## src/rtl/core/b64c_pkg.sv

```systemverilog
`default_nettype none
// ----------------------------------------------------------------------------
// Base64 codec package
// Shared payload types, the request passed from front to back, and the
// alphabet lookups used by both halves of the codec.
// ----------------------------------------------------------------------------
package b64c_pkg;

  localparam logic [7:0] PAD_CHAR = 8'h3D;  // '='

  localparam logic DIR_ENCODE = 1'b0;
  localparam logic DIR_DECODE = 1'b1;

  typedef struct packed {
    logic [7:0] data_byte;
    logic       last_item;
  } in_item_t;

  typedef struct packed {
    logic [7:0] out_byte;
    logic       out_last;
    logic       out_error;
  } out_item_t;

  // One request from the front: a finished group and how to emit it.
  typedef struct packed {
    logic [23:0] group;
    logic [1:0]  cnt_m1;    // number of results minus one
    logic [1:0]  chr_last;  // encode: last sextet index that is a real character
    logic        enc;
    logic        err;
    logic        last;
  } job_t;

  typedef struct packed {
    logic       bad;
    logic       pad;
    logic [5:0] val;
  } sextet_t;

  function automatic logic [7:0] char_of(input logic [5:0] v);
    logic [7:0] c;
    if (v < 6'd26) begin
      c = 8'h41 + {2'b00, v};
    end else if (v < 6'd52) begin
      c = 8'h61 + {2'b00, v} - 8'd26;
    end else if (v < 6'd62) begin
      c = 8'h30 + {2'b00, v} - 8'd52;
    end else if (v == 6'd62) begin
      c = 8'h2B;
    end else begin
      c = 8'h2F;
    end
    return c;
  endfunction

  function automatic sextet_t sextet_of(input logic [7:0] c);
    sextet_t s;
    s = '{bad: 1'b0, pad: 1'b0, val: 6'd0};
    if (c >= 8'h41 && c <= 8'h5A) begin
      s.val = 6'(c - 8'h41);
    end else if (c >= 8'h61 && c <= 8'h7A) begin
      s.val = 6'(c - 8'h61 + 8'd26);
    end else if (c >= 8'h30 && c <= 8'h39) begin
      s.val = 6'(c - 8'h30 + 8'd52);
    end else if (c == 8'h2B) begin
      s.val = 6'd62;
    end else if (c == 8'h2F) begin
      s.val = 6'd63;
    end else if (c == PAD_CHAR) begin
      s.pad = 1'b1;
    end else begin
      s.bad = 1'b1;
    end
    return s;
  endfunction

endpackage
`default_nettype wire

```

## src/rtl/core/base64_stream_codec.sv

```systemverilog
// A group's request is queued and its results leave through the registered output stage.
// Throughput: one item a cycle into the front end while the queue is not full; results
// leave one a cycle while out_ready is high, so encoding runs at four characters per
// three bytes and is bounded by the output stage.
// The two-entry request queue lets the front end keep accepting while results drain.
// Reset (synchronous, rst_n low) selects encoding and clears all group and queue state.
`default_nettype none
// ----------------------------------------------------------------------------
// Streaming base64 codec
// Standard alphabet encoder and decoder with a direction register, padding
// and error reporting.
// ----------------------------------------------------------------------------
module base64_stream_codec import b64c_pkg::*; (
  input  wire logic      clk,
  input  wire logic      rst_n,
  input  wire logic      cfg_we,
  input  wire logic      cfg_wdata,
  input  wire logic      in_valid,
  output logic           in_ready,
  input  wire in_item_t  in_data,
  output logic           out_valid,
  input  wire logic      out_ready,
  output out_item_t      out_data
);

  logic push;
  logic pop;
  logic full;
  logic empty;
  job_t push_job;
  job_t head;

  assign in_ready = !full;

  b64c_front u_front (
    .clk       (clk),
    .rst_n     (rst_n),
    .cfg_we    (cfg_we),
    .cfg_wdata (cfg_wdata),
    .accept    (in_valid && in_ready),
    .item      (in_data),
    .push      (push),
    .job       (push_job)
  );

  b64c_fifo u_fifo (
    .clk      (clk),
    .rst_n    (rst_n),
    .push     (push),
    .push_job (push_job),
    .pop      (pop),
    .head     (head),
    .full     (full),
    .empty    (empty)
  );

  b64c_back u_back (
    .clk       (clk),
    .rst_n     (rst_n),
    .head      (head),
    .empty     (empty),
    .pop       (pop),
    .out_valid (out_valid),
    .out_ready (out_ready),
    .out_data  (out_data)
  );

endmodule
`default_nettype wire

```

## src/rtl/core/b64c_front.sv

```systemverilog
`default_nettype none
// ----------------------------------------------------------------------------
// Base64 codec front end
// Accepts items, gathers groups, checks decode syntax and issues one request
// per finished group or error.
// ----------------------------------------------------------------------------
module b64c_front import b64c_pkg::*; (
  input  wire logic     clk,
  input  wire logic     rst_n,
  input  wire logic     cfg_we,
  input  wire logic     cfg_wdata,
  input  wire logic     accept,
  input  wire in_item_t item,
  output logic          push,
  output job_t          job
);

  logic        dir_r,   dir_nxt;
  logic [23:0] group_r, group_nxt;
  logic [1:0]  pos_r,   pos_nxt;
  logic [1:0]  pad_r,   pad_nxt;
  logic        drop_r,  drop_nxt;

  logic [1:0]  epos;
  logic [2:0]  posinc;
  logic [1:0]  pad_inc;
  logic [23:0] g_or;
  logic        fail;
  sextet_t     sx;

  always_comb begin
    dir_nxt   = dir_r;
    group_nxt = group_r;
    pos_nxt   = pos_r;
    pad_nxt   = pad_r;
    drop_nxt  = drop_r;
    push      = 1'b0;
    job       = '{group: group_r, cnt_m1: 2'd0, chr_last: 2'd0,
                  enc: 1'b0, err: 1'b0, last: item.last_item};
    fail      = 1'b0;
    sx        = sextet_of(item.data_byte);
    epos      = (pos_r == 2'd3) ? 2'd2 : pos_r;
    posinc    = {1'b0, pos_r} + 3'd1;
    pad_inc   = pad_r + 2'd1;
    g_or      = group_r;

    if (cfg_we) begin
      dir_nxt   = cfg_wdata;
      group_nxt = '0;
      pos_nxt   = '0;
      pad_nxt   = '0;
      drop_nxt  = 1'b0;
    end else if (accept) begin
      if (drop_r) begin
        if (item.last_item) begin
          drop_nxt  = 1'b0;
          group_nxt = '0;
          pos_nxt   = '0;
          pad_nxt   = '0;
        end
      end else if (dir_r == DIR_ENCODE) begin
        unique case (epos)
          2'd0:    g_or[23:16] = group_r[23:16] | item.data_byte;
          2'd1:    g_or[15:8]  = group_r[15:8]  | item.data_byte;
          default: g_or[7:0]   = group_r[7:0]   | item.data_byte;
        endcase
        if (epos != 2'd2 && !item.last_item) begin
          group_nxt = g_or;
          pos_nxt   = epos + 2'd1;
        end else begin
          push         = 1'b1;
          job.group    = g_or;
          job.enc      = 1'b1;
          job.cnt_m1   = 2'd3;
          job.chr_last = epos + 2'd1;
          group_nxt    = '0;
          pos_nxt      = '0;
          pad_nxt      = '0;
        end
      end else begin
        unique case (pos_r)
          2'd0:    g_or[23:18] = group_r[23:18] | sx.val;
          2'd1:    g_or[17:12] = group_r[17:12] | sx.val;
          2'd2:    g_or[11:6]  = group_r[11:6]  | sx.val;
          default: g_or[5:0]   = group_r[5:0]   | sx.val;
        endcase
        if (sx.bad) begin
          fail = 1'b1;
        end else if (sx.pad && pos_r < 2'd2) begin
          fail = 1'b1;
        end else if (!sx.pad && pad_r != 2'd0) begin
          fail = 1'b1;
        end else begin
          if (sx.pad) begin
            g_or = group_r;
          end else begin
            pad_inc = pad_r;
          end
          if (posinc < 3'd4) begin
            if (item.last_item) begin
              fail = 1'b1;
            end else begin
              group_nxt = g_or;
              pos_nxt   = posinc[1:0];
              pad_nxt   = pad_inc;
            end
          end else if (pad_inc != 2'd0 && !item.last_item) begin
            fail = 1'b1;
          end else begin
            push       = 1'b1;
            job.group  = g_or;
            job.cnt_m1 = 2'd2 - pad_inc;
            group_nxt  = '0;
            pos_nxt    = '0;
            pad_nxt    = '0;
          end
        end
        if (fail) begin
          push      = 1'b1;
          job.err   = 1'b1;
          job.last  = 1'b1;
          group_nxt = '0;
          pos_nxt   = '0;
          pad_nxt   = '0;
          drop_nxt  = !item.last_item;
        end
      end
    end
  end

  always_ff @(posedge clk) begin
    if (!rst_n) begin
      dir_r   <= DIR_ENCODE;
      group_r <= '0;
      pos_r   <= '0;
      pad_r   <= '0;
      drop_r  <= 1'b0;
    end else begin
      dir_r   <= dir_nxt;
      group_r <= group_nxt;
      pos_r   <= pos_nxt;
      pad_r   <= pad_nxt;
      drop_r  <= drop_nxt;
    end
  end

  // An error request always carries exactly one result.
  a_err_single: assert property (@(posedge clk) disable iff (!rst_n)
    push && job.err |-> job.cnt_m1 == 2'd0 && job.last)
    else $error("error request with more than one result");

endmodule
`default_nettype wire

```

## src/rtl/core/b64c_fifo.sv

```systemverilog
`default_nettype none
// ----------------------------------------------------------------------------
// Base64 codec request queue
// Two-entry queue that decouples the front end from the result sequencer.
// ----------------------------------------------------------------------------
module b64c_fifo import b64c_pkg::*; (
  input  wire logic clk,
  input  wire logic rst_n,
  input  wire logic push,
  input  wire job_t push_job,
  input  wire logic pop,
  output job_t      head,
  output logic      full,
  output logic      empty
);

  job_t       mem_r [2];
  logic       wptr_r, wptr_nxt;
  logic       rptr_r, rptr_nxt;
  logic [1:0] cnt_r,  cnt_nxt;

  assign full  = (cnt_r == 2'd2);
  assign empty = (cnt_r == 2'd0);
  assign head  = mem_r[rptr_r];

  always_comb begin
    wptr_nxt = wptr_r ^ push;
    rptr_nxt = rptr_r ^ pop;
    cnt_nxt  = cnt_r + {1'b0, push} - {1'b0, pop};
  end

  always_ff @(posedge clk) begin
    if (push) begin
      mem_r[wptr_r] <= push_job;
    end
  end

  always_ff @(posedge clk) begin
    if (!rst_n) begin
      wptr_r <= 1'b0;
      rptr_r <= 1'b0;
      cnt_r  <= 2'd0;
    end else begin
      wptr_r <= wptr_nxt;
      rptr_r <= rptr_nxt;
      cnt_r  <= cnt_nxt;
    end
  end

  a_no_overflow: assert property (@(posedge clk) disable iff (!rst_n)
    !(push && full))
    else $error("request pushed into a full queue");

  a_no_underflow: assert property (@(posedge clk) disable iff (!rst_n)
    !(pop && empty))
    else $error("request popped from an empty queue");

endmodule
`default_nettype wire

```

## src/rtl/core/b64c_back.sv

```systemverilog
`default_nettype none
// ----------------------------------------------------------------------------
// Base64 codec result sequencer
// Takes requests from the queue and emits their results, one a cycle while the
// output is not stalled, through a registered output stage.
// ----------------------------------------------------------------------------
module b64c_back import b64c_pkg::*; (
  input  wire logic clk,
  input  wire logic rst_n,
  input  wire job_t head,
  input  wire logic empty,
  output logic      pop,
  output logic      out_valid,
  input  wire logic out_ready,
  output out_item_t out_data
);

  logic      vld_r, vld_nxt;
  logic [1:0] k_r,  k_nxt;
  out_item_t dat_r, dat_nxt;
  logic      load;
  logic [5:0] sx;
  logic [7:0] dbyte;

  assign out_valid = vld_r;
  assign out_data  = dat_r;

  always_comb begin
    unique case (k_r)
      2'd0:    sx = head.group[23:18];
      2'd1:    sx = head.group[17:12];
      2'd2:    sx = head.group[11:6];
      default: sx = head.group[5:0];
    endcase
    unique case (k_r)
      2'd0:    dbyte = head.group[23:16];
      2'd1:    dbyte = head.group[15:8];
      default: dbyte = head.group[7:0];
    endcase

    load    = !empty && (!vld_r || out_ready);
    pop     = load && (k_r == head.cnt_m1);
    vld_nxt = load ? 1'b1 : (vld_r && !out_ready);
    k_nxt   = k_r;
    dat_nxt = dat_r;
    if (load) begin
      k_nxt = pop ? 2'd0 : k_r + 2'd1;
      dat_nxt.out_last  = head.last && (k_r == head.cnt_m1);
      dat_nxt.out_error = head.err;
      priority if (head.err) begin
        dat_nxt.out_byte = 8'h00;
      end else if (head.enc) begin
        dat_nxt.out_byte = (k_r <= head.chr_last) ? char_of(sx) : PAD_CHAR;
      end else begin
        dat_nxt.out_byte = dbyte;
      end
    end
  end

  always_ff @(posedge clk) begin
    dat_r <= dat_nxt;
  end

  always_ff @(posedge clk) begin
    if (!rst_n) begin
      vld_r <= 1'b0;
      k_r   <= 2'd0;
    end else begin
      vld_r <= vld_nxt;
      k_r   <= k_nxt;
    end
  end

  // An error result is always the zero byte that ends its stream.
  a_err_form: assert property (@(posedge clk) disable iff (!rst_n)
    vld_r && dat_r.out_error |-> dat_r.out_last && dat_r.out_byte == 8'h00)
    else $error("malformed error result");

endmodule
`default_nettype wire

```

## config.mk

```make
export PLATFORM = sky130hd
export DESIGN_NAME = base64_stream_codec
export DESIGN_NICKNAME = d
export VERILOG_FILES = /design/src/rtl/core/b64c_pkg.sv /design/src/rtl/core/base64_stream_codec.sv /design/src/rtl/core/b64c_front.sv /design/src/rtl/core/b64c_fifo.sv /design/src/rtl/core/b64c_back.sv
export SDC_FILE = /design/constraint.sdc
export NUM_CORES = 1
export LEC_CHECK = 0
export BUFFER_PORTS_ARGS = -buffer_cell sky130_fd_sc_hd__buf_2
export CORE_MARGIN = 4
export CORE_UTILIZATION = 55
export DETAILED_ROUTE_END_ITERATION = 12
export HOLD_SLACK_MARGIN = 0.1
export PLACE_DENSITY = 0.72
export SYNTH_ARGS = -nofsm -noshare
export SYNTH_HDL_FRONTEND = slang
export SYNTH_SLANG_ARGS = --single-unit
```

## constraint.sdc

```tcl
create_clock -name clk -period 5.26 [get_ports clk]
set_input_delay 0.789 -clock clk [delete_from_list [all_inputs] [get_ports clk]]
set_output_delay 0.789 -clock clk [all_outputs]
set_load 0.05 [all_outputs]
```

==> summary.txt, run 1 <==
Power and ir drop
  • Leakage power: 2.54 nW
  • Maximum VDD drop: 0.000396 V
  • P per Cell Area: 441 nW/um2

Routing
  • Via count: 5084
  • Initial DRC Count: 598
  • Post-Route WL: 16.0 mm
  • Vias/cell: 6.47
  • Final ANT Viol Nets: 0
  • WL per Instance: 20.4 um
  • TritonRoute pass-1 iters: 5
  • Remaining DRCs: 0

GRT
  • Number of global-route vias before repair: 5053
  • Total GRT Usage: 24.8%
  • Global route overflow: 0
  • Global-route wire length before repair: 26.1 mm
  • Largest net degree at the start of global routing: 32
  • Initial antenna violation count: 0

Critical path
  • Max stage delay on crit path: 0.92 ns
  • Crit path launch type: register
  • Worst path cell trace: mux2_2, a222oi_1, o21ai_0, ha_1, and2_1, a311oi_2, a21oi_1, and3_1, o31a_1
  • CP Data Arrival Time: 3.94 ns
  • CP bufs+invs: 0
  • WP data required: 5.36 ns
  • Critical path start-end classification: register to register
  • Top delay family on crit path: compound AO/OA/AOI/OAI gates
  • Worst Path Max Fanout: 19
  • CP endpoint kind: register
  • Slowest cell on the critical path: dfxtp_1

Synth
  • Most numerous cell in the Yosys netlist: edfxtp_1
  • Yosys warns: 0
  • Top cells by count, synth: edfxtp_1 (72), a21oi_1 (58), nand2_1 (47)
  • Syn_nets: 685
  • Synth area leader: edfxtp_1
  • Yosys cell types: 71
  • Area contributors post-synth: edfxtp_1 (33%), dfxtp_1 (12%), ha_1 (7.3%), a21oi_1 (4.5%), a221o_1 (4.0%)
  • Netlist Area Pre-Place: 6480 um2
  • Top_reg_cell synth: edfxtp_1
  • Post-Syn Instances: 632
  • Flops & latches, synth: 110
  • EDFF count, synth: 72
  • Async set-or-reset flop fraction in the synthesized netlist: 0%
  • Synth top area share: 33.4%
  • Mapped Avg Cell Area: 10.3 um2
  • Seq/Total Area, Yosys: 45.1%

Die
  • Core area: 11500 um2
  • Row cnt: 39
  • Starting Density: 56.5%
  • Die width: 117 um
  • Die height: 117 um
  • # IOs: 27
  • Full die area: 13600 um2

STA
  • Hold slack: 0.473 ns
  • Worst-margin pin slew: 0.990 ns
  • Worst setup margin: 1.42 ns
  • Maximum clock rate: 0.260 GHz
  • Unrepaired setup endpoints after global routing: no
  • Final setup fails: 0
  • Tmin final: 3.84 ns
  • Slew Viols, Final: 0
  • Rel. slew slack: 33.7%
  • Skew final: 0.0136 ns
  • Final hold vios: 0
  • Tcrit/Tclk final: 73.1%
  • Total Neg Setup Slack: 0 ns

Clocking
  • Clock slew at reported path FFs: 0.08 ns
  • Clk_lat worst skew: 0.35 ns
  • CTS tree: done
  • # resized after CTS: 0
  • CTS Buffer Depth: 2
  • Cts bufs inserted: 9
  • Depth of the CTS H-tree: 3
  • Post-CTS Setup Inserts: 0
  • Root Driver: clkbuf_16
  • CTS sink count: 110
  • Hold Buf Count CTS: 0

Run
  • MaxCap Viol Count: 0

Layout
  • Ant diodes: 0
  • FILL cells: 937
  • Share of final-layout standard cells stronger than drive strength 1: 13.2%
  • Area grow syn2layout: 7.18%
  • Post-layout nets: 691
  • Design area: 6950 um2

Status
  • Status: completed

Placed design
  • Pre-CTS setup slack: 1.12 ns
  • Placed Instance Area: 6650 um2
  • Hpwl dp: 11.7 mm
  • Gpl congestion: 0.951
  • Port buffer count: 26

Hold path
  • Worst hold path type: register to register
[path summary, 6_finish.rpt]
path | startpoint | end | slack, ns | cells after the start
max | register | u_back.out_data[7]$_SDFFCE_PP0P_ | 1.42 | 9
min | u_front.pad_r[1]$_SDFFE_PP0P_ | u_front.pad_r[1]$_SDFFE_PP0P_ | 0.47 | 2
max reg2reg | register | u_back.out_data[7]$_SDFFCE_PP0P_ | 1.42 | 9
min reg2reg | u_front.pad_r[1]$_SDFFE_PP0P_ | u_front.pad_r[1]$_SDFFE_PP0P_ | 0.47 | 2
[worst register-to-register path: cells and delay by family, from the launching register on]
kind / cells / cell delay (ns)
muxes: 1 / 0.45
adders and majority gates: 1 / 0.38
DFF: 1 / 0.92
AOI/OAI and AO/OA: 5 / 1.41
and+or+nand+nor: 2 / 0.42
[placed cells by master (no fill, tap or decap), types with 4 or more instances in the layout]
master,instances
dfxtp_1,38
a22oi_1,4
a221oi_1,5
buf_4,6
a32oi_1,5
nand4_1,12
edfxtp_1,72
a31oi_1,11
mux2_2,17
buf_2,26
clkbuf_16,9
nor2b_1,11
a211oi_1,4
and2_1,15
nor3_1,14
a221o_1,26
nand3_1,19
nand2_1,47
nand2b_1,8
nor2_1,34
a21oi_1,58
inv_1,31
xnor2_1,11
o21a_1,5
mux2i_1,17
and3_1,7
or2_2,6
o21ai_0,15
a222oi_1,4
ha_1,38
[layout make-up]
cell class                      count  area (um2)  area share (%)
Timing Repair Buffer               32         175            2.52
Inverter                           32         120            1.73
Tap cell                          143         179            2.58
Sequential cell                   110        2920            42.1
Multi-Input combinational cell    453        3250            46.8
Clock buffer                       10         229            3.30
Clock inverter                      6        70.1            1.01
[logic make-up after synthesis]
kind of cell             Yosys count  share of synthesized area [%]
AO/OA/AOI/OAI                    177                           20.2
XOR/XNOR                          13                           1.76
AND/OR/NAND/NOR                  188                           14.7
multiplexers                      37                           6.16
adder cells (fa/ha/maj)           38                           7.33
buffers and inverters             69                           4.75
flip-flops                       110                           45.1
[layer usage]
layer	wire [um]	global-route usage [%]
met1	6470	31.2
met2	8000	42.3
met3	1050	4.72
met4	508	9.63
met5	0	0
[registers in the layout, summed over array words and instances, names as in the netlist, named ones only]
signal / flops
u_fifo.cnt_r: 2
u_back.out_valid: 1
u_front.pad_r: 2
u_front.group_r: 24
u_front.dir_r: 1
u_fifo.mem_r: 62
u_fifo.rptr_r: 1
u_back.k_r: 2
u_front.pos_r: 2
u_front.drop_r: 1
u_back.out_data: 10
u_fifo.wptr_r: 1
[power breakdown]
group | internal, W | switching, W
combinational | 0.000443 | 0.000857
sequential | 0.00103 | 0.0000531
clock | 0.000374 | 0.000300
total | 0.00185 | 0.00121
[through the flow]
step,total power [W],utilization [%],cells
floorplan,0.00210,-,632
CTS,0.00307,60.6,786
detailed placement,0.00239,58.0,770
global route,0.00324,60.6,786
finish,0.00306,60.6,786
global placement,0.00237,58.0,770
Power figures use the tool's default switching activity.
==> run 2, diff against run 1 <==
Settings changed: PLACE_DENSITY 0.72 to 0.75.
Clock period 5.26 ns to 3.4 ns, I/O delays scaled along.
==> summary.txt, run 2 (same netlist as run 1, synthesis figures left out) <==
Status
  • Status: completed (unchanged)

GRT
  • Largest net degree at the start of global routing: 32 (unchanged)
  • Number of global-route vias before repair: 5102 (was 5053)
  • Total GRT Usage: 24.6% (was 24.8%)
  • Global route overflow: 0 (unchanged)
  • Initial antenna violation count: 0 (unchanged)
  • Global-route wire length before repair: 26.0 mm (was 26.1 mm)

Placed design
  • Port buffer count: 26 (unchanged)
  • DP Cell Count: 793 (was 770)
  • Gpl congestion: 0.926 (was 0.951)
  • Pre-CTS setup slack: 0.158 ns (was 1.12 ns)
  • Hpwl dp: 11.7 mm (about the same)

Layout
  • Most common cell after layout, fill and taps aside: edfxtp_1 (unchanged)
  • Commonest non-fill, non-tap cells in the layout: edfxtp_1 (72), a21oi_1 (58), nand2_1 (47) (unchanged)
  • Largest register FFs: 62 (unchanged)
  • Register Area: 2920 um2 (unchanged)
  • Biggest register: u_fifo.mem_r (unchanged)
  • Multi-input combinational cell area: 3270 um2 (was 3250 um2)
  • Ant diodes: 0 (unchanged)
  • Share of final-layout standard cells stronger than drive strength 1: 16.7% (was 13.2%)
  • Fin cells: 809 (was 786)
  • Area grow syn2layout: 11.6% (was 7.18%)
  • Post-layout nets: 714 (was 691)
  • FILL cells: 942 (was 937)
  • Final Core Density: 63.1% (was 60.6%)

Routing
  • Remaining DRCs: 0 (unchanged)
  • WL per Instance: 19.8 um (was 20.4 um)
  • TritonRoute pass-1 iters: 7 (was 5)
  • Post-Route WL: 16.0 mm (about the same)
  • Initial DRC Count: 586 (was 598)
  • Via count: 5187 (was 5084)
  • Vias/cell: 6.41 (was 6.47)
  • Final ANT Viol Nets: 0 (unchanged)

Clocking
  • Hold Buf Count CTS: 0 (unchanged)
  • CTS tree: done (unchanged)
  • CTS Buffer Depth: 2 (unchanged)
  • Root Driver: clkbuf_16 (unchanged)
  • CTS sink count: 110 (unchanged)
  • Depth of the CTS H-tree: 3 (unchanged)
  • Clock slew at reported path FFs: 0.07 ns (was 0.08 ns)
  • Clk_lat worst skew: 0.36 ns (was 0.35 ns)
  • Cts bufs inserted: 9 (unchanged)

STA
  • Slew Viols, Final: 0 (unchanged)
  • Final setup fails: 0 (unchanged)
  • Final hold vios: 0 (unchanged)
  • Tmin final: 3.09 ns (was 3.84 ns)
  • Worst setup margin: 0.306 ns (was 1.42 ns)
  • Total Neg Setup Slack: 0 ns (unchanged)
  • Tcrit/Tclk final: 91.0% (was 73.1%)
  • Unrepaired setup endpoints after global routing: no (unchanged)
  • Maximum clock rate: 0.323 GHz (was 0.260 GHz)
  • Skew final: 0.00945 ns (was 0.0136 ns)
  • Worst-margin pin slew: 0.689 ns (was 0.990 ns)
  • Rel. slew slack: 54.1% (was 33.7%)

Critical path
  • CP startpoint: u_back.k_r[1]$_SDFFE_PN0P_
  • Reg2Reg Setup Slack: 0.31 ns (was 1.42 ns)
  • RR Endpoint: u_back.out_data[7]$_SDFFCE_PP0P_ (unchanged)
  • CP endpoint kind: register (unchanged)
  • Worst Path Max Fanout: 12 (was 19)
  • CP Data Arrival Time: 3.19 ns (was 3.94 ns)
  • Critical path start-end classification: register to register (unchanged)
  • Crit path launch type: register (unchanged)
  • Worst reg2reg path depth: 10 (was 9)
  • Critical R2R Launch: u_back.k_r[1]$_SDFFE_PN0P_
  • Worst setup endpoint: u_back.out_data[7]$_SDFFCE_PP0P_ (unchanged)
  • WP data required: 3.50 ns (was 5.36 ns)

Die
  • Starting Density: 56.5% (unchanged)
  • Die height: 117 um (unchanged)
  • Full die area: 13600 um2 (unchanged)
  • Die width: 117 um (unchanged)
  • # IOs: 27 (unchanged)
  • Row cnt: 39 (unchanged)
  • Core area: 11500 um2 (unchanged)

Hold path
  • Worst hold path type: input port to register (was register to register)

Power and ir drop
  • Leakage power: 2.69 nW (was 2.54 nW)
  • Maximum VDD drop: 0.000540 V (was 0.000396 V)
  • P per Cell Area: 697 nW/um2 (was 441 nW/um2)

Run
  • MaxCap Viol Count: 0 (unchanged)
[run 2: cell count changes in the layout (fill, tap and decap cells not counted)]
cell / change
buf_12: +4
a311oi_2: -1
clkbuf_1: -1
ha_1: -2
bufinv_16: +2
clkinvlp_4: -1
buf_4: +19
a311oi_4: +1
ha_2: +2
inv_8: -1
clkinv_4: +1
[run 2: how the worst min path moves through the flow]
stage               slack, ns                             from  cells past startpoint                         endpoint
floorplan                0.44  u_front.group_r[5]$_SDFFE_PP0P_                      2  u_front.group_r[5]$_SDFFE_PP0P_
global placement         0.45  u_front.group_r[5]$_SDFFE_PP0P_                      2  u_front.group_r[5]$_SDFFE_PP0P_
detailed placement       0.47  u_front.group_r[5]$_SDFFE_PP0P_                      2  u_front.group_r[5]$_SDFFE_PP0P_
CTS                      0.40                        cfg_wdata                      3       u_front.dir_r$_SDFFE_PN0P_
global route             0.44                        cfg_wdata                      3       u_front.dir_r$_SDFFE_PN0P_
finish                   0.41                        cfg_wdata                      3       u_front.dir_r$_SDFFE_PN0P_
[run 2: what timing repair did]
action                     4_1_cts  5_1_grt
buffers inserted                 0        0
setup endpoints to repair        0        3
resized for setup                0        3
[run 2: layer usage]
metal | vias up | GRT usage (%) | share of wire [%]
met5 | - | 0 | 0
met4 | 0 | 10.2 | 3.2
met3 | 54 | 4.77 | 6.0
met2 | 226 | 41.1 | 49
met1 | 2470 | 31.3 | 42
li1 | 2437 | - | -
[run 2: through the flow]
step	power, W	cell area (um2)	hold slack, ns
finish	0.00504	7230	0.414
global route	0.00533	7230	0.437
CTS	0.00501	7220	0.404
detailed placement	0.00381	6870	0.470
global placement	0.00376	6870	0.452
floorplan	0.00324	6480	0.440
[run 2: power by group]
part           leakage, nW  switching [W]  internal, W
Clock                0.166       0.000488     0.000723
Combinational         1.52        0.00138     0.000791
Sequential            1.00      0.0000621      0.00160
Total                 2.69        0.00193      0.00311
[run 2: critical path: stages, from the launching register on]
cell	delay (ns)
dfxtp_1	0.42
ha_1	0.52
a21oi_1	0.08
a32oi_1	0.29
inv_1	0.13
ha_1	0.27
and2_1	0.19
a311oi_4	0.40
a21oi_1	0.08
and3_1	0.20
o31a_1	0.26
[run 2: area by class of cell]
class / count / share of cell area (%)
clock buffers: 9 / 3.11
flip-flops and latches: 110 / 40.4
inverters: 32 / 1.66
clock inverters: 7 / 1.66
repair buffers: 55 / 5.50
multi-input cells: 453 / 45.2
well taps: 143 / 2.47
==> run 3, diff against run 2 <==
Settings changed: ABC_AREA set to 1.
==> summary.txt, run 3 <==
Status
  • Status: completed (unchanged)

Synth
  • Flops & latches, synth: 110 (unchanged)
  • Area contributors post-synth: edfxtp_1 (30%), nand2_1 (18%), dfxtp_1 (11%), ha_1 (6.7%), inv_1 (6.3%) (was edfxtp_1 (33%), dfxtp_1 (12%), ha_1 (7.3%), a21oi_1 (4.5%), a221o_1 (4.0%))
  • Yosys cell types: 42 (was 71)
  • Seq/Total Area, Yosys: 41.0% (was 45.1%)
  • Top cells by count, synth: nand2_1 (334), inv_1 (119), edfxtp_1 (72) (was edfxtp_1 (72), a21oi_1 (58), nand2_1 (47))
  • Synth area leader: edfxtp_1 (unchanged)
  • Yosys warns: 0 (unchanged)
  • Top_reg_cell synth: edfxtp_1 (unchanged)
  • Syn_nets: 1006 (was 685)
  • EDFF count, synth: 72 (unchanged)
  • Netlist Area Pre-Place: 7130 um2 (was 6480 um2)
  • Async set-or-reset flop fraction in the synthesized netlist: 0% (unchanged)
  • Post-Syn Instances: 953 (was 632)
  • Most numerous cell in the Yosys netlist: nand2_1 (was edfxtp_1)
  • Synth top area share: 30.3% (was 33.4%)
  • Mapped Avg Cell Area: 7.48 um2 (was 10.3 um2)

Layout
  • Area grow syn2layout: 10.7% (was 11.6%)
  • FILL cells: 1138 (was 942)
  • Most common cell after layout, fill and taps aside: nand2_1 (was edfxtp_1)
  • Biggest register: u_fifo.mem_r (unchanged)
  • Register Area: 2920 um2 (unchanged)
  • Multi-input combinational cell area: 3560 um2 (was 3270 um2)
  • Ant diodes: 0 (unchanged)
  • Share of final-layout standard cells stronger than drive strength 1: 11.2% (was 16.7%)
  • Largest register FFs: 62 (unchanged)
  • Post-layout nets: 1046 (was 714)
  • Commonest non-fill, non-tap cells in the layout: nand2_1 (334), inv_1 (117), edfxtp_1 (72) (was edfxtp_1 (72), a21oi_1 (58), nand2_1 (47))

Power and ir drop
  • Leakage power: 3.53 nW (was 2.69 nW)
  • Tot Pwr: 0.00496 W (was 0.00504 W)
  • P per Cell Area: 628 nW/um2 (was 697 nW/um2)
  • Internal: 0.00286 W (was 0.00311 W)
  • Net Switching: 0.00210 W (was 0.00193 W)
  • Maximum VDD drop: 0.000304 V (was 0.000540 V)
  • Comb pwr share: 45.2% (was 43.0%)
  • Share of total power in the clock network: 21.5% (was 24.0%)
  • Net Sw Frac: 42.4% (was 38.3%)
  • Flop pwr share: 33.2% (was 32.9%)

Clocking
  • CTS sink count: 110 (unchanged)
  • Clk_lat worst skew: 0.36 ns (about the same)
  • Post-CTS Setup Inserts: 0 (unchanged)
  • Depth of the CTS H-tree: 3 (unchanged)
  • Clock slew at reported path FFs: 0.07 ns (about the same)
  • # resized after CTS: 0 (unchanged)
  • CTS tree: done (unchanged)
  • CTS Buffer Depth: 2 (unchanged)
  • Root Driver: clkbuf_16 (unchanged)
  • Cts bufs inserted: 9 (unchanged)
  • Hold Buf Count CTS: 0 (unchanged)

Critical path
  • Reg2Reg Setup Slack: 0.46 ns (was 0.31 ns)
  • Slowest cell on the critical path: ha_1 (unchanged)
  • Crit path launch type: input port (was register)
  • Worst setup endpoint: u_fifo.cnt_r[1]$_SDFF_PN0_ (was u_back.out_data[7]$_SDFFCE_PP0P_)
  • CP bufs+invs: 5 (was 1)
  • Max stage delay on crit path: 0.28 ns (was 0.52 ns)
  • RR Endpoint: u_back.out_data[7]$_SDFFCE_PP0P_ (unchanged)
  • Critical path start-end classification: input port to register (was register to register)
  • Worst reg2reg path depth: 16 (was 10)
  • WP data required: 3.64 ns (was 3.50 ns)
  • Worst Path Max Fanout: 4 (was 12)
  • Critical path depth: 24 (was 10)
  • Critical R2R Launch: u_back.k_r[0]$_SDFFE_PN0P_ (was u_back.k_r[1]$_SDFFE_PN0P_)
  • CP endpoint kind: register (unchanged)
  • CP Data Arrival Time: 3.31 ns (was 3.19 ns)
  • CP startpoint: in_data[3] (was u_back.k_r[1]$_SDFFE_PN0P_)
  • Worst path cell trace: buf_2, ha_1, inv_1, o21ai_1, nand2_1, nand2_4, nand2_4, xor2_1, inv_1, ha_1, nor2_1, nand2_1, o21ai_0, nor3_2, nand2_2, nor2_8, inv_1, nand2_1, ha_1, inv_1, ha_1, xor2_1, o21ai_0, a21oi_1 (was ha_1, a21oi_1, a32oi_1, inv_1, ha_1, and2_1, a311oi_4, a21oi_1, and3_1, o31a_1)
  • Top delay family on crit path: adder cells (was compound AO/OA/AOI/OAI gates)

Die
  • Starting Density: 56.3% (was 56.5%)
  • Core area: 12700 um2 (was 11500 um2)
  • Row cnt: 41 (was 39)
  • Die height: 122 um (was 117 um)
  • Die width: 122 um (was 117 um)
  • Full die area: 14900 um2 (was 13600 um2)
  • # IOs: 27 (unchanged)

STA
  • Final setup fails: 0 (unchanged)
  • Skew final: 0.0104 ns (was 0.00945 ns)
  • Worst-margin pin slew: 0.612 ns (was 0.689 ns)
  • Final hold vios: 0 (unchanged)
  • Rel. slew slack: 59.2% (was 54.1%)
  • Hold slack: 0.375 ns (was 0.414 ns)
  • Tcrit/Tclk final: 90.1% (was 91.0%)
  • Total Neg Setup Slack: 0 ns (unchanged)
  • Unrepaired setup endpoints after global routing: no (unchanged)
  • Slew Viols, Final: 0 (unchanged)
  • Maximum clock rate: 0.326 GHz (was 0.323 GHz)
  • Tmin final: 3.06 ns (was 3.09 ns)

GRT
  • Initial antenna violation count: 0 (unchanged)
  • Number of global-route vias before repair: 5911 (was 5102)
  • Total GRT Usage: 25.2% (was 24.6%)
  • Largest net degree at the start of global routing: 32 (unchanged)
  • Global route overflow: 0 (unchanged)
  • Global-route wire length before repair: 29.4 mm (was 26.0 mm)

Routing
  • Remaining DRCs: 0 (unchanged)
  • Vias/cell: 5.46 (was 6.41)
  • WL per Instance: 15.3 um (was 19.8 um)
  • Final ANT Viol Nets: 0 (unchanged)
  • Via count: 6389 (was 5187)
  • Initial DRC Count: 602 (was 586)
  • Post-Route WL: 17.9 mm (was 16.0 mm)
  • TritonRoute pass-1 iters: 5 (was 7)

Hold path
  • Worst hold path type: input port to register (unchanged)

Placed design
  • Port buffer count: 26 (unchanged)
  • Hpwl dp: 13.1 mm (was 11.7 mm)
  • Gpl congestion: 0.989 (was 0.926)

Run
  • MaxCap Viol Count: 0 (unchanged)
-- run 3: cell count changes after synthesis, moves of 12 or more --
| cell | before | now |
|---|---|---|
| nand2_1 | 47 | 334 |
| inv_1 | 31 | 119 |
| o21ai_0 | 15 | 60 |
| nand3_1 | 19 | 55 |
| a221o_1 | 26 | 0 |
| mux2_2 | 17 | 0 |
| and2_1 | 15 | 0 |
| o31ai_1 | 1 | 16 |
| mux2i_1 | 17 | 3 |
| nor3_1 | 14 | 2 |
-- run 3: worst min-delay path by stage --
stage	start	endpoint	slack (ns)	depth (start not counted)
after floorplan	u_front.group_r[0]$_SDFFE_PP0P_	u_front.group_r[0]$_SDFFE_PP0P_	0.45	2
after global placement	u_front.group_r[9]$_SDFFE_PP0P_	u_front.group_r[9]$_SDFFE_PP0P_	0.45	2
after detailed placement	u_front.group_r[9]$_SDFFE_PP0P_	u_front.group_r[9]$_SDFFE_PP0P_	0.46	2
after CTS	rst_n	u_fifo.cnt_r[0]$_SDFF_PN0_	0.37	3
after global routing	rst_n	u_fifo.cnt_r[0]$_SDFF_PN0_	0.38	3
final	rst_n	u_fifo.cnt_r[0]$_SDFF_PN0_	0.38	3
-- run 3: final cells by class --
type | count | share of cell area (%)
clock buffers | 10 | 2.90
repair buffers | 61 | 5.45
well taps | 172 | 2.73
multi-input cells | 687 | 45.1
clock inverters | 6 | 0.872
flip-flops and latches | 110 | 37.0
inverters | 124 | 5.94
-- run 3: cells by family (layout without fill, tap and decap cells) --
family	Yosys count	in the layout	share of synthesized area (%)
simple gates	451	451	26.3
compound gates	181	181	14.5
buf+inv	156	201	9.42
flops	110	110	41.0
fa+ha+maj	38	38	6.67
xor+xnor	14	14	1.72
mux	3	3	0.421
-- run 3: per-stage QoR --
step	instances	cell area, um2	worst slack [ns]	utilization [%]
after CTS	1170	7900	0.356	62.3
after floorplan	953	7160	-0.0671	-
after detailed placement	1154	7600	-0.00920	60.0
final	1170	7900	0.337	62.3
after global placement	1154	7600	0.0927	60.0
after global routing	1170	7900	0.0493	62.3
-- run 3: per-layer routing --
layer  track usage (%)  share of wire, %
met3              4.50               7.5
met4              11.1               3.1
met1              32.8                42
met2              41.2                47
met5                 0                 0
-- run 3: tightest hold or removal path: cells and delay by family --
kind | cells | cell delay, ns
buf+inv | 2 | 0.14
simple gates | 1 | 0.05
-- run 3: power by group through the flow --
stage	clock [W]	combinational, W	sequential, W
3_3_place_gp	0	0.00219	0.00167
5_1_grt	0.00115	0.00247	0.00166
2_1_floorplan	0	0.00143	0.00190
3_5_place_dp	0	0.00223	0.00168
4_1_cts	0.00108	0.00224	0.00165
6_report	0.00107	0.00224	0.00165
